## config.mk

```make
export PLATFORM = sky130hd
export DESIGN_NAME = indexed_double_ended_queue
export DESIGN_NICKNAME = d
export VERILOG_FILES = /design/src/design/idq_pkg.sv /design/src/design/indexed_double_ended_queue.sv /design/src/design/idq_cell.sv
export SDC_FILE = /design/constraint.sdc
export NUM_CORES = 1
export LEC_CHECK = 0
export BUFFER_PORTS_ARGS = -buffer_cell sky130_fd_sc_hd__buf_2
export CAP_MARGIN = 20
export CORE_MARGIN = 4
export CORE_UTILIZATION = 60
export CTS_BUF_LIST = sky130_fd_sc_hd__clkbuf_4
export CTS_CLUSTER_DIAMETER = 200
export DETAILED_ROUTE_END_ITERATION = 6
export GPL_TIMING_DRIVEN = 1
export PLACE_DENSITY_LB_ADDON = 0.3
export SLEW_MARGIN = 0
export SYNTH_ARGS = -nofsm -noshare
export SYNTH_HDL_FRONTEND = slang
export SYNTH_SLANG_ARGS = --single-unit
export TNS_END_PERCENT = 1
```

## constraint.sdc

```tcl
create_clock -name clk -period 5.9 [get_ports clk]
set_input_delay 1.18 -clock clk [delete_from_list [all_inputs] [get_ports clk]]
set_output_delay 1.18 -clock clk [all_outputs]
set_load 0.02 [all_outputs]
```

## src/design/idq_pkg.sv

```systemverilog
// Shared types and constants for the indexed double-ended queue.
package idq_pkg;

    localparam int DEPTH_DEF      = 32;
    localparam int DATA_WIDTH_DEF = 8;
    localparam int CMD_W          = 4;
    localparam int STATUS_W       = 3;

    typedef enum logic [CMD_W-1:0] {
        CMD_PUSH_FRONT    = 4'd0,
        CMD_PUSH_BACK     = 4'd1,
        CMD_POP_FRONT     = 4'd2,
        CMD_POP_BACK      = 4'd3,
        CMD_GET           = 4'd4,
        CMD_FIND          = 4'd5,
        CMD_INSERT_AFTER  = 4'd6,
        CMD_INSERT_BEFORE = 4'd7,
        CMD_ERASE         = 4'd8,
        CMD_CLEAR         = 4'd9
    } cmd_t;

    typedef enum logic [STATUS_W-1:0] {
        ST_OK        = 3'd0,
        ST_EMPTY     = 3'd1,
        ST_FULL      = 3'd2,
        ST_BAD_INDEX = 3'd3,
        ST_NOT_FOUND = 3'd4
    } status_t;

    typedef enum logic [1:0] {
        SH_NONE   = 2'd0,
        SH_INSERT = 2'd1,
        SH_ERASE  = 2'd2
    } shift_op_t;

    // Control broadcast to every cell of the chain
    typedef struct packed {
        shift_op_t op;
        logic      scan_find;
    } cell_ctl_t;

endpackage

```

## src/design/indexed_double_ended_queue.sv

```systemverilog
// Top level of the indexed double-ended queue: command decode, chain of cells, result register.
//
// Usage: requests arrive on the s_ stream (s_tuser carries the command, s_tdata the value
// and position); one result per request leaves on the m_ stream (status, read value,
// found index and the size after the command).
// Push, pop front, insert, erase, clear, unused codes and every request that fails its
// checks need no scan: the result is registered at the accepting edge, so
// back-to-back requests run at one per cycle while m_tready stays high.
// Get, find and pop back that pass their checks send a scan token down the chain of DEPTH
// cells, one cell per cycle; their result is registered once the token leaves the last
// cell, and no request is taken meanwhile.
// Inserts and erases shift all cells in parallel.
// Reset empties the queue (size zero); element contents are not cleared and no sweep runs.
// A stalled receiver holds the result in the output register; a new request is taken
// only when that register is empty or being emptied in the same cycle.
module indexed_double_ended_queue #(
    parameter int DEPTH      = idq_pkg::DEPTH_DEF,
    parameter int DATA_WIDTH = idq_pkg::DATA_WIDTH_DEF,
    localparam int CW        = $clog2(DEPTH + 1),
    localparam int IN_W      = ((DATA_WIDTH + CW + 7) / 8) * 8,
    localparam int OUT_W     = ((idq_pkg::STATUS_W + DATA_WIDTH + 2 * CW + 7) / 8) * 8
) (
    input  logic                      clk,
    input  logic                      rst_n,
    input  logic                      s_tvalid,
    output logic                      s_tready,
    input  logic [IN_W-1:0]           s_tdata,   // value, position
    input  logic [idq_pkg::CMD_W-1:0] s_tuser,   // command
    output logic                      m_tvalid,
    input  logic                      m_tready,
    output logic [OUT_W-1:0]          m_tdata    // status, read_value, found_index, count
);

    typedef enum logic {
        ST_IDLE,
        ST_SCAN
    } state_t;

    localparam logic [CW-1:0] FULL_COUNT = CW'(DEPTH);

    state_t                state_reg, state_next;
    logic [CW-1:0]         count_reg, count_next;
    logic                  out_valid_reg, out_valid_next;
    idq_pkg::status_t      out_status_reg, out_status_next;
    logic [DATA_WIDTH-1:0] out_rd_reg, out_rd_next;
    logic [CW-1:0]         out_fidx_reg, out_fidx_next;
    logic [CW-1:0]         out_count_reg, out_count_next;
    logic                  start_reg, start_next;
    logic                  scan_find_reg, scan_find_next;
    logic                  scan_pop_reg, scan_pop_next;
    logic [CW-1:0]         scan_pos_reg, scan_pos_next;
    logic [DATA_WIDTH-1:0] scan_key_reg, scan_key_next;

    logic                  accept;
    logic                  done_now;
    idq_pkg::cmd_t         cmd;
    logic [DATA_WIDTH-1:0] in_value;
    logic [CW-1:0]         in_pos;
    idq_pkg::status_t      st_now;
    logic [DATA_WIDTH-1:0] rd_now;
    logic [CW-1:0]         fidx_now;
    idq_pkg::cell_ctl_t    ctl;
    logic [CW-1:0]         shift_at;

    logic [DATA_WIDTH-1:0] cell_data [DEPTH];
    logic                  tok_valid [DEPTH+1];
    logic                  tok_hit   [DEPTH+1];
    logic [CW-1:0]         tok_idx   [DEPTH+1];
    logic [DATA_WIDTH-1:0] tok_data  [DEPTH+1];

    assign cmd      = idq_pkg::cmd_t'(s_tuser);
    assign in_value = s_tdata[DATA_WIDTH-1:0];
    assign in_pos   = s_tdata[DATA_WIDTH+CW-1:DATA_WIDTH];

    assign s_tready = (state_reg == ST_IDLE) && (!out_valid_reg || m_tready);
    assign accept   = s_tvalid && s_tready;

    // Decode the request, drive the cell shift and complete the scan
    always_comb
    begin
        state_next      = state_reg;
        count_next      = count_reg;
        out_valid_next  = out_valid_reg && !m_tready;
        out_status_next = out_status_reg;
        out_rd_next     = out_rd_reg;
        out_fidx_next   = out_fidx_reg;
        out_count_next  = out_count_reg;
        start_next      = 1'b0;
        scan_find_next  = scan_find_reg;
        scan_pop_next   = scan_pop_reg;
        scan_pos_next   = scan_pos_reg;
        scan_key_next   = scan_key_reg;
        ctl.op          = idq_pkg::SH_NONE;
        ctl.scan_find   = scan_find_reg;
        shift_at        = '0;
        done_now        = 1'b1;
        st_now          = idq_pkg::ST_OK;
        rd_now          = '0;
        fidx_now        = '0;

        if (accept)
        begin
            unique case (cmd) inside
                idq_pkg::CMD_PUSH_FRONT, idq_pkg::CMD_PUSH_BACK:
                begin
                    if (count_reg == FULL_COUNT)
                        st_now = idq_pkg::ST_FULL;
                    else
                    begin
                        ctl.op     = idq_pkg::SH_INSERT;
                        shift_at   = (cmd == idq_pkg::CMD_PUSH_FRONT) ? '0 : count_reg;
                        count_next = count_reg + CW'(1);
                    end
                end
                idq_pkg::CMD_POP_FRONT:
                begin
                    if (count_reg == '0)
                        st_now = idq_pkg::ST_EMPTY;
                    else
                    begin
                        rd_now     = cell_data[0];
                        ctl.op     = idq_pkg::SH_ERASE;
                        shift_at   = '0;
                        count_next = count_reg - CW'(1);
                    end
                end
                idq_pkg::CMD_POP_BACK:
                begin
                    if (count_reg == '0)
                        st_now = idq_pkg::ST_EMPTY;
                    else
                    begin
                        done_now       = 1'b0;
                        start_next     = 1'b1;
                        scan_find_next = 1'b0;
                        scan_pop_next  = 1'b1;
                        scan_pos_next  = count_reg - CW'(1);
                        state_next     = ST_SCAN;
                    end
                end
                idq_pkg::CMD_GET:
                begin
                    if (count_reg == '0)
                        st_now = idq_pkg::ST_EMPTY;
                    else if (in_pos >= count_reg)
                        st_now = idq_pkg::ST_BAD_INDEX;
                    else
                    begin
                        done_now       = 1'b0;
                        start_next     = 1'b1;
                        scan_find_next = 1'b0;
                        scan_pop_next  = 1'b0;
                        scan_pos_next  = in_pos;
                        state_next     = ST_SCAN;
                    end
                end
                idq_pkg::CMD_FIND:
                begin
                    if (count_reg == '0)
                        st_now = idq_pkg::ST_NOT_FOUND;
                    else
                    begin
                        done_now       = 1'b0;
                        start_next     = 1'b1;
                        scan_find_next = 1'b1;
                        scan_pop_next  = 1'b0;
                        scan_key_next  = in_value;
                        state_next     = ST_SCAN;
                    end
                end
                idq_pkg::CMD_INSERT_AFTER, idq_pkg::CMD_INSERT_BEFORE:
                begin
                    if (count_reg == FULL_COUNT)
                        st_now = idq_pkg::ST_FULL;
                    else if (count_reg == '0)
                    begin
                        ctl.op     = idq_pkg::SH_INSERT;
                        shift_at   = '0;
                        count_next = count_reg + CW'(1);
                    end
                    else if (in_pos >= count_reg)
                        st_now = idq_pkg::ST_BAD_INDEX;
                    else
                    begin
                        ctl.op     = idq_pkg::SH_INSERT;
                        shift_at   = (cmd == idq_pkg::CMD_INSERT_AFTER) ?
                                     in_pos + CW'(1) : in_pos;
                        count_next = count_reg + CW'(1);
                    end
                end
                idq_pkg::CMD_ERASE:
                begin
                    if (count_reg == '0)
                        st_now = idq_pkg::ST_EMPTY;
                    else if (in_pos >= count_reg)
                        st_now = idq_pkg::ST_BAD_INDEX;
                    else
                    begin
                        ctl.op     = idq_pkg::SH_ERASE;
                        shift_at   = in_pos;
                        count_next = count_reg - CW'(1);
                    end
                end
                idq_pkg::CMD_CLEAR:
                begin
                    count_next = '0;
                end
                default:
                begin
                    st_now = idq_pkg::ST_OK;
                end
            endcase

            if (done_now)
            begin
                out_valid_next  = 1'b1;
                out_status_next = st_now;
                out_rd_next     = rd_now;
                out_fidx_next   = fidx_now;
                out_count_next  = count_next;
            end
        end

        // Token left the last cell: report the scan
        if (state_reg == ST_SCAN && tok_valid[DEPTH])
        begin
            state_next     = ST_IDLE;
            out_valid_next = 1'b1;
            if (scan_find_reg)
            begin
                out_rd_next = '0;
                if (tok_hit[DEPTH])
                begin
                    out_status_next = idq_pkg::ST_OK;
                    out_fidx_next   = tok_idx[DEPTH];
                end
                else
                begin
                    out_status_next = idq_pkg::ST_NOT_FOUND;
                    out_fidx_next   = count_reg;
                end
            end
            else
            begin
                out_status_next = idq_pkg::ST_OK;
                out_rd_next     = tok_data[DEPTH];
                out_fidx_next   = '0;
            end
            if (scan_pop_reg)
                count_next = count_reg - CW'(1);
            out_count_next = count_next;
        end
    end

    // Hold state, size, scan setup and the result register
    always_ff @(posedge clk or negedge rst_n)
    begin
        if (!rst_n)
        begin
            state_reg      <= ST_IDLE;
            count_reg      <= '0;
            out_valid_reg  <= 1'b0;
            start_reg      <= 1'b0;
            out_status_reg <= idq_pkg::ST_OK;
            out_rd_reg     <= '0;
            out_fidx_reg   <= '0;
            out_count_reg  <= '0;
            scan_find_reg  <= 1'b0;
            scan_pop_reg   <= 1'b0;
            scan_pos_reg   <= '0;
            scan_key_reg   <= '0;
        end
        else
        begin
            state_reg      <= state_next;
            count_reg      <= count_next;
            out_valid_reg  <= out_valid_next;
            start_reg      <= start_next;
            out_status_reg <= out_status_next;
            out_rd_reg     <= out_rd_next;
            out_fidx_reg   <= out_fidx_next;
            out_count_reg  <= out_count_next;
            scan_find_reg  <= scan_find_next;
            scan_pop_reg   <= scan_pop_next;
            scan_pos_reg   <= scan_pos_next;
            scan_key_reg   <= scan_key_next;
        end
    end

    // Inject the scan token at the front cell
    assign tok_valid[0] = start_reg;
    assign tok_hit[0]   = 1'b0;
    assign tok_idx[0]   = '0;
    assign tok_data[0]  = '0;

    // Chain of cells
    for (genvar i = 0; i < DEPTH; i++)
    begin : g_cell
        logic [DATA_WIDTH-1:0] left_d;
        logic [DATA_WIDTH-1:0] right_d;

        if (i == 0)
        begin : g_first
            assign left_d = '0;
        end
        else
        begin : g_mid_l
            assign left_d = cell_data[i-1];
        end

        if (i == DEPTH - 1)
        begin : g_last
            assign right_d = cell_data[i];
        end
        else
        begin : g_mid_r
            assign right_d = cell_data[i+1];
        end

        idq_cell #(
            .DEPTH      (DEPTH),
            .DATA_WIDTH (DATA_WIDTH),
            .INDEX      (i)
        ) u_cell (
            .clk           (clk),
            .rst_n         (rst_n),
            .ctl           (ctl),
            .at            (shift_at),
            .ins_value     (in_value),
            .left_data     (left_d),
            .right_data    (right_d),
            .key           (scan_key_reg),
            .pos           (scan_pos_reg),
            .count         (count_reg),
            .tok_in_valid  (tok_valid[i]),
            .tok_in_hit    (tok_hit[i]),
            .tok_in_idx    (tok_idx[i]),
            .tok_in_data   (tok_data[i]),
            .data          (cell_data[i]),
            .tok_out_valid (tok_valid[i+1]),
            .tok_out_hit   (tok_hit[i+1]),
            .tok_out_idx   (tok_idx[i+1]),
            .tok_out_data  (tok_data[i+1])
        );
    end

    assign m_tvalid = out_valid_reg;
    assign m_tdata  = OUT_W'({out_count_reg, out_fidx_reg, out_rd_reg, out_status_reg});

endmodule

```

## src/design/idq_cell.sv

```systemverilog
// One storage cell of the queue chain: holds an element and passes the scan token on.
module idq_cell #(
    parameter int DEPTH      = idq_pkg::DEPTH_DEF,
    parameter int DATA_WIDTH = idq_pkg::DATA_WIDTH_DEF,
    parameter int INDEX      = 0,
    localparam int CW        = $clog2(DEPTH + 1)
) (
    input  logic                  clk,
    input  logic                  rst_n,
    input  idq_pkg::cell_ctl_t    ctl,
    input  logic [CW-1:0]         at,
    input  logic [DATA_WIDTH-1:0] ins_value,
    input  logic [DATA_WIDTH-1:0] left_data,
    input  logic [DATA_WIDTH-1:0] right_data,
    input  logic [DATA_WIDTH-1:0] key,
    input  logic [CW-1:0]         pos,
    input  logic [CW-1:0]         count,
    input  logic                  tok_in_valid,
    input  logic                  tok_in_hit,
    input  logic [CW-1:0]         tok_in_idx,
    input  logic [DATA_WIDTH-1:0] tok_in_data,
    output logic [DATA_WIDTH-1:0] data,
    output logic                  tok_out_valid,
    output logic                  tok_out_hit,
    output logic [CW-1:0]         tok_out_idx,
    output logic [DATA_WIDTH-1:0] tok_out_data
);

    localparam logic [CW-1:0] MY_IDX = CW'(INDEX);

    logic [DATA_WIDTH-1:0] data_reg, data_next;
    logic                  tok_valid_reg, tok_valid_next;
    logic                  tok_hit_reg, tok_hit_next;
    logic [CW-1:0]         tok_idx_reg, tok_idx_next;
    logic [DATA_WIDTH-1:0] tok_data_reg, tok_data_next;
    logic                  hit;

    // Shift toward the back on insert, toward the front on erase
    always_comb
    begin
        data_next = data_reg;
        case (ctl.op)
            idq_pkg::SH_INSERT:
            begin
                if (MY_IDX > at)
                    data_next = left_data;
                else if (MY_IDX == at)
                    data_next = ins_value;
            end
            idq_pkg::SH_ERASE:
            begin
                if (MY_IDX >= at)
                    data_next = right_data;
            end
            default:
            begin
                data_next = data_reg;
            end
        endcase
    end

    // Claim the token on the first match or the requested index
    assign hit = tok_in_valid && !tok_in_hit && (MY_IDX < count) &&
                 (ctl.scan_find ? (data_reg == key) : (MY_IDX == pos));

    always_comb
    begin
        tok_valid_next = tok_in_valid;
        tok_hit_next   = tok_in_hit;
        tok_idx_next   = tok_in_idx;
        tok_data_next  = tok_in_data;
        if (hit)
        begin
            tok_hit_next  = 1'b1;
            tok_idx_next  = MY_IDX;
            tok_data_next = data_reg;
        end
    end

    always_ff @(posedge clk or negedge rst_n)
    begin
        if (!rst_n)
            tok_valid_reg <= 1'b0;
        else
            tok_valid_reg <= tok_valid_next;
    end

    // Payload needs no reset
    always_ff @(posedge clk)
    begin
        data_reg     <= data_next;
        tok_hit_reg  <= tok_hit_next;
        tok_idx_reg  <= tok_idx_next;
        tok_data_reg <= tok_data_next;
    end

    assign data          = data_reg;
    assign tok_out_valid = tok_valid_reg;
    assign tok_out_hit   = tok_hit_reg;
    assign tok_out_idx   = tok_idx_reg;
    assign tok_out_data  = tok_data_reg;

endmodule
```

# == Word-level counts from Yosys, hierarchy flattened ==
# Cells that the tools add are included.
# op_classes
n_reduce_logical,186
mux,276
add_sub_neg,3
n_lt_le_gt_ge,96
eq_ne,175
bitwise_logic,2
# op_table
operator,n
$mux W8,132
$pmux W8 S2,31
$eq A8 B8 Y1,32
$eq A5 B6 Y1 const A,32
$mux W6,30
$logic_and A1 B1 Y1,99
$eq A4 B6 Y1 const A,16
$gt A5 B6 Y1 const A,16
$lt A5 B6 Y1 const A,16
$reduce_and A3 Y1,32
$ne A3 B1 Y1 const B,31
$ge A5 B6 Y1 const A,15
$ne A2 B1 Y1 const B,31
$mux W1,58
$eq A3 B6 Y1 const A,8
$ge A4 B6 Y1 const A,8
$gt A4 B6 Y1 const A,8
$lt A4 B6 Y1 const A,8
$logic_not A1 Y1,33
$pmux W6 S5,1
$eq A2 B6 Y1 const A,4
$ge A3 B6 Y1 const A,4
$gt A3 B6 Y1 const A,4
$lt A3 B6 Y1 const A,4
37 further kinds,85
# word_totals
regBits,753
out_inout_bits,26
elab_cells,909

# == Longest topological paths before layout ==
# depth
ltp_word,11
mapped_depth,18
depth_no_buf,13

# == Modules after synthesis ==
# From an unflattened synthesis, not the netlist that was laid out.
# unflattened
cells_unflattened,3651
hier_area_um2,39972.1
# by_module_without_submodules
module,instances,area_per_inst_um2,cells_each
indexed_double_ended_queue,1,3353.2,393
idq_cell (g_cell[4].u_cell ...),2,1058.5,88
idq_cell (g_cell[16].u_cell ...),2,1051.0,87
idq_cell (g_cell[31].u_cell),1,1508.9,159
idq_cell (g_cell[17].u_cell),1,1497.7,158
idq_cell (g_cell[3].u_cell),1,1436.4,156
idq_cell (g_cell[15].u_cell),1,1420.1,156
idq_cell (g_cell[11].u_cell),1,1407.6,156
idq_cell (g_cell[23].u_cell),1,1402.6,145
idq_cell (g_cell[7].u_cell),1,1402.6,147
idq_cell (g_cell[27].u_cell),1,1096.1,91
idq_cell (g_cell[26].u_cell),1,1089.8,88
idq_cell (g_cell[21].u_cell),1,1084.8,90
idq_cell (g_cell[22].u_cell),1,1081.0,88
17 more rows,n/a,n/a,n/a

# == Worst setup path before layout ==
# OpenSTA, ideal clock, no wires.
# synth_path
path_kind,input to register
startpoint,in s_tdata[8]
endpoint,"reg g_cell[28].u_cell.data_reg[0], enable pin"
arrival_time_ns,4.810
path_stages,14
slack_ns,0.758
required_ns,5.568
path_cell_list,inv_1 ha_1 nand2b_1 a31oi_1 o2111ai_1 a2111oi_1 nand2_1 inv_1 ha_1 clkbuf_1 clkbuf_1 nor2_1 a2111oi_1 a21oi_1
# synth_via
elab_chain_len,10
# synth_lines
item,line_no,rtl
"start, declared",indexed_double_ended_queue.sv:27,"input logic [IN_W-1:0] s_tdata,"
$add A6 B1 Y6,indexed_double_ended_queue.sv:187,in_pos + CW'(1) : in_pos;
$mux W6,indexed_double_ended_queue.sv:186,shift_at = (cmd == idq_pkg::CMD_INSERT_AFTER) ?
$mux W6,indexed_double_ended_queue.sv:181,else if (in_pos >= count_reg)
$mux W6,indexed_double_ended_queue.sv:175,else if (count_reg == '0)
$mux W6,indexed_double_ended_queue.sv:173,if (count_reg == FULL_COUNT)
$pmux W6 S3,indexed_double_ended_queue.sv:103,unique case (cmd) inside
$mux W6,indexed_double_ended_queue.sv:101,if (accept)
$gt A5 B6 Y1 (tied with other cells),idq_cell.sv:45,if (MY_IDX > at)
$ne A3 B1 Y1 (no source line) / $ne A2 B1 Y1 (equally long branches),n/a,
$reduce_and A3 Y1 (no source line) (*),n/a,
"end signal, assigned",idq_cell.sv:91,data_reg <= data_next;
"end, declared",idq_cell.sv:31,"logic [DATA_WIDTH-1:0] data_reg, data_next;"
# Mark *: on every way between the ends. The rest lies on a longest branch, timed or not.
# A chain may end at the register's enable or synchronous reset.

# == Worst setup path in the final report ==
# layout_path
startpoint,reg count_reg[0]
endpoint,"reg g_cell[0].u_cell.data_reg[4], enable pin"
# layout_via
elab_chain_len,9
# layout_lines
item,line_no,rtl
"start, declared",indexed_double_ended_queue.sv:42,"logic [CW-1:0] count_reg, count_next;"
"start signal, assigned",indexed_double_ended_queue.sv:276,count_reg <= count_next;
$ge A6 B6 Y1,"indexed_double_ended_queue.sv:181, indexed_double_ended_queue.sv:195",
$mux W6 / $mux W1 (equally long branches),indexed_double_ended_queue.sv:181,
$mux W6 / $mux W1 (equally long branches),indexed_double_ended_queue.sv:175,
$mux W6 / $mux W1 (equally long branches),indexed_double_ended_queue.sv:173,
$pmux W6 S3 / $pmux W2 S4 (equally long branches),indexed_double_ended_queue.sv:103,
$mux W6 / $mux W2 (equally long branches),indexed_double_ended_queue.sv:101,
$gt A1 B6 Y1 (tied with other cells),idq_cell.sv:45,
$ne A3 B1 Y1 (no source line) (tied with other cells),n/a,
$reduce_and A3 Y1 (no source line) (*),n/a,
"end signal, assigned",idq_cell.sv:91,
"end, declared",idq_cell.sv:31,
# Marks and branches as above.

==> reports/results.tsv <==
stage	metric	value	unit
clock_network	numCtsBuffers	188	
synth	synth-seq-cells	753	
floorplanning	ios	50	
synth	synthFlopType	dfxtp_1	
timing	hold_violations	0	
status	status	finished with violations	
worst_setup_path	cp-end-kind	register	
detailed_routing	dr_total_vias	27834	
synth	syn_inst	3274	
floorplanning	die_h	249	µm
global_route	groute.usage.overall	34.0	%
pwr	ir_worst_vdd	0.312	mV
finish	nNetsFinal	3406	
synth	syn_avg_cell_area	10.6	µm²
worst_setup_path	path_common_cell	a211oi_1	
global_route	grt_max_degree	188	
clock_network	cts_sinks	753	
worst_setup_path	crit_fanout	17	
detailed_routing	drtAntennaViolNets	0	
pwr	power.density	366	nW/µm²
floorplanning	initial_utilization	61.1	%
pwr	p_leak	15.3	nW
timing	fin_crit_sh	87.9	%
detailed_routing	viasPerCell	6.47	
detailed_routing	drc_errors	1	
timing	tns	0	ns
synth	synth_top_area_share	24.0	%
worst_setup_path	slowest_stage	a21oi_1	
worst_setup_path	arrival	5.85	ns
timing	slew_viol_final	0	
placement	place_congestion	0.994	
clock_network	clk_path_buf_depth	3	
floorplanning	die_area	61900	µm²
placement	portBuffers	46	
clock_network	ctsResizeCount	0	
timing	rsz0062_at_grt	false	
floorplanning	coreArea	56900	µm²
global_route	globalRouteOverflowTotal	0	
detailed_routing	post_drt_wl_per_cell	25.3	µm
clock_network	postCtsSetupBuffers	0	
clock_network	clkTransAtPathRegs	0.06	ns
pwr	p_int	9.28	mW
clock_network	cts_tree	built	
detailed_routing	drt-initial-drc-count	3621	
timing	slew_headroom	24.8	%
clock_network	clkLatencyLatePin	1.05	ns
clock_network	htreeDepth	4	
synth	syn_area	34800	µm²
finish	register_area	18000	µm²
finish	layout_common_cells	dfxtp_1, nand2_1, clkbuf_4	
global_route	first_global_vias	27472	
synth	ys_types	102	
global_route	grt_antenna_before_repair	4	
pwr	comb_power_share	24.1	%
worst_setup_path	worstSetupPathType	register to register	
floorplanning	rows	87	
timing	finalSetupViolCount	0	
synth	synthArstFlopShare	10.6	%
finish	final_common_cell	dfxtp_1	
synth	synth_edf_count	256	
floorplanning	dieWidth	249	µm
worst_setup_path	critPathMaxStageDelay	0.90	ns
pwr	power	14.1	mW
synth	yosysTopAreaCell	dfxtp_1	
pwr	seq_power_share	42.4	%
timing	finalCriticalPeriod	5.19	ns
finish	synthToLayoutAreaGrowth	10.7	%
min_path	min_path_type	register to register	
synth	yosysSeqAreaShare	51.9	%
finish	drive_gt1_share	22.7	%
finish	multiInputGateArea	15400	µm²
timing	fmax	193	MHz
finish	fillerInstances	4243	
worst_setup_path	cp.required	6.56	ns
synth	synthTopCellsByArea	dfxtp_1, edfxtp_1, mux2_2, dfrtp_1, nand2_1	
detailed_routing	first_pass_iters	7	
synth	syn-num-nets	3310	
timing	worst_pin_slew	1.12	ns
placement	dpl.hpwl	72.2	mm
clock_network	hold_buffers	0	
synth	ys_warn_count	0	
status	violations	DRC	
pwr	power.switching	4.83	mW
detailed_routing	routed_wirelength	109	mm
worst_setup_path	worstPathCellList	buf_4, inv_1, ha_1, nor4b_4, a2111oi_0, a211oi_1, a211oi_1, nor2_1, a41oi_2, a21oi_1	
global_route	grt_pass1_wl	164	mm
pwr	clkPwrFrac	33.5	%
worst_setup_path	start_kind	register	
run	cap_violations	0	
clock_network	cts-root-buf	clkbuf_4	
pwr	swShare	34.3	%
timing	clock_skew	0.0997	ns
==> final cells by class <==
type,count,area share [%]
diodes,12,0.0780
clock buffers,300,5.85
clock inverters,51,0.939
inverters,84,0.819
multi-input cells,2183,40.0
flip-flops and latches,753,46.9
well taps,756,2.46
repair buffers,160,2.95
==> kinds of logic after synthesis <==
group / share of synthesized area (%)
and+or+nand+nor: 15.4
DFF: 51.9
AOI/OAI and AO/OA: 11.8
buffers and inverters: 4.03
muxes: 9.87
xor gates and xnor gates: 6.65
adders and majority gates: 0.432
other: 0.0108
==> cells in the mapped netlist, types with 8 or more instances <==
| cell | count |
|---|---|
| edfxtp_1 | 256 |
| xor2_1 | 129 |
| or2_2 | 36 |
| buf_4 | 8 |
| a2111oi_0 | 10 |
| mux2_1 | 8 |
| nand2_1 | 404 |
| a211oi_1 | 8 |
| o21ai_1 | 8 |
| nand4_1 | 45 |
| o211ai_1 | 35 |
| inv_1 | 76 |
| a221o_1 | 48 |
| nor2b_1 | 25 |
| nor2_1 | 89 |
| mux2_2 | 198 |
| or3_1 | 9 |
| a31oi_1 | 34 |
| nor3_1 | 26 |
| and3_1 | 8 |
| buf_2 | 59 |
| nand2b_1 | 78 |
| a21oi_1 | 63 |
| and2_1 | 53 |
| clkbuf_1 | 177 |
| nor3b_1 | 17 |
| mux2i_1 | 111 |
| nor4b_1 | 37 |
| o311ai_0 | 9 |
| o21ai_0 | 197 |
| nor4_1 | 33 |
| nand4b_1 | 8 |
| or4b_2 | 16 |
| dfxtp_1 | 417 |
| o311ai_1 | 32 |
| a22oi_1 | 10 |
| ha_1 | 12 |
| o221ai_1 | 17 |
| o311ai_2 | 8 |
| xnor2_1 | 135 |
| o2111ai_1 | 12 |
| dfrtp_1 | 80 |
| nand3_1 | 96 |
==> routing by layer <==
layer  routed length [µm]  global-route usage, %
met1                40400                   43.1
met2                48000                   51.8
met3                13800                   11.2
met4                 6520                   18.7
met5                   13                      0
==> power groups by stage <==
stage / logic (mW) / clock network [mW] / registers, mW
detailed placement: 3.25 / 0 / 6.07
finish: 3.40 / 4.72 / 5.98
global placement: 3.17 / 0 / 6.06
floorplan: 2.25 / 0 / 5.89
CTS: 3.27 / 4.76 / 5.96
global route: 3.55 / 5.07 / 5.99
==> worst max-delay path, delay by kind of cell (launching register included) <==
kind / cells / cell delay (ns)
AO/OA/AOI/OAI: 5 / 2.42
adder cells (fa/ha/maj): 1 / 0.44
buffers and inverters: 2 / 0.30
flip-flops: 1 / 0.36
AND/OR/NAND/NOR: 2 / 1.29
==> worst paths after layout <==
check	cells after the start	slack [ns]	from	to
setup reg to reg	10	0.71	count_reg[0]	g_cell[0].u_cell.data[4]
min in group asynchronous	2	0.53	rst_n	scan_pos_reg[1]
setup / recovery	10	0.71	count_reg[0]	g_cell[0].u_cell.data[4]
hold reg to reg	1	0.36	g_cell[14].u_cell.tok_out_idx[2]	g_cell[15].u_cell.tok_out_idx[2]
max in group asynchronous	3	4.66	rst_n	scan_key_reg[2]
hold / removal	1	0.36	g_cell[14].u_cell.tok_out_idx[2]	g_cell[15].u_cell.tok_out_idx[2]
==> per-stage QoR <==
stage	setup slack, ns	hold WS, ns	cells	util (%)	area (µm²)
3_3_place_gp	0.606	0.350	3932	62.9	35800
4_1_cts	0.888	0.294	4284	67.5	38400
6_report	0.714	0.362	4299	67.6	38500
3_5_place_dp	0.649	0.357	3933	62.9	35800
2_1_floorplan	0.758	0.346	3274	-	34800
5_1_grt	0.547	0.338	4293	67.6	38500
Power figures use the tool's default switching activity.
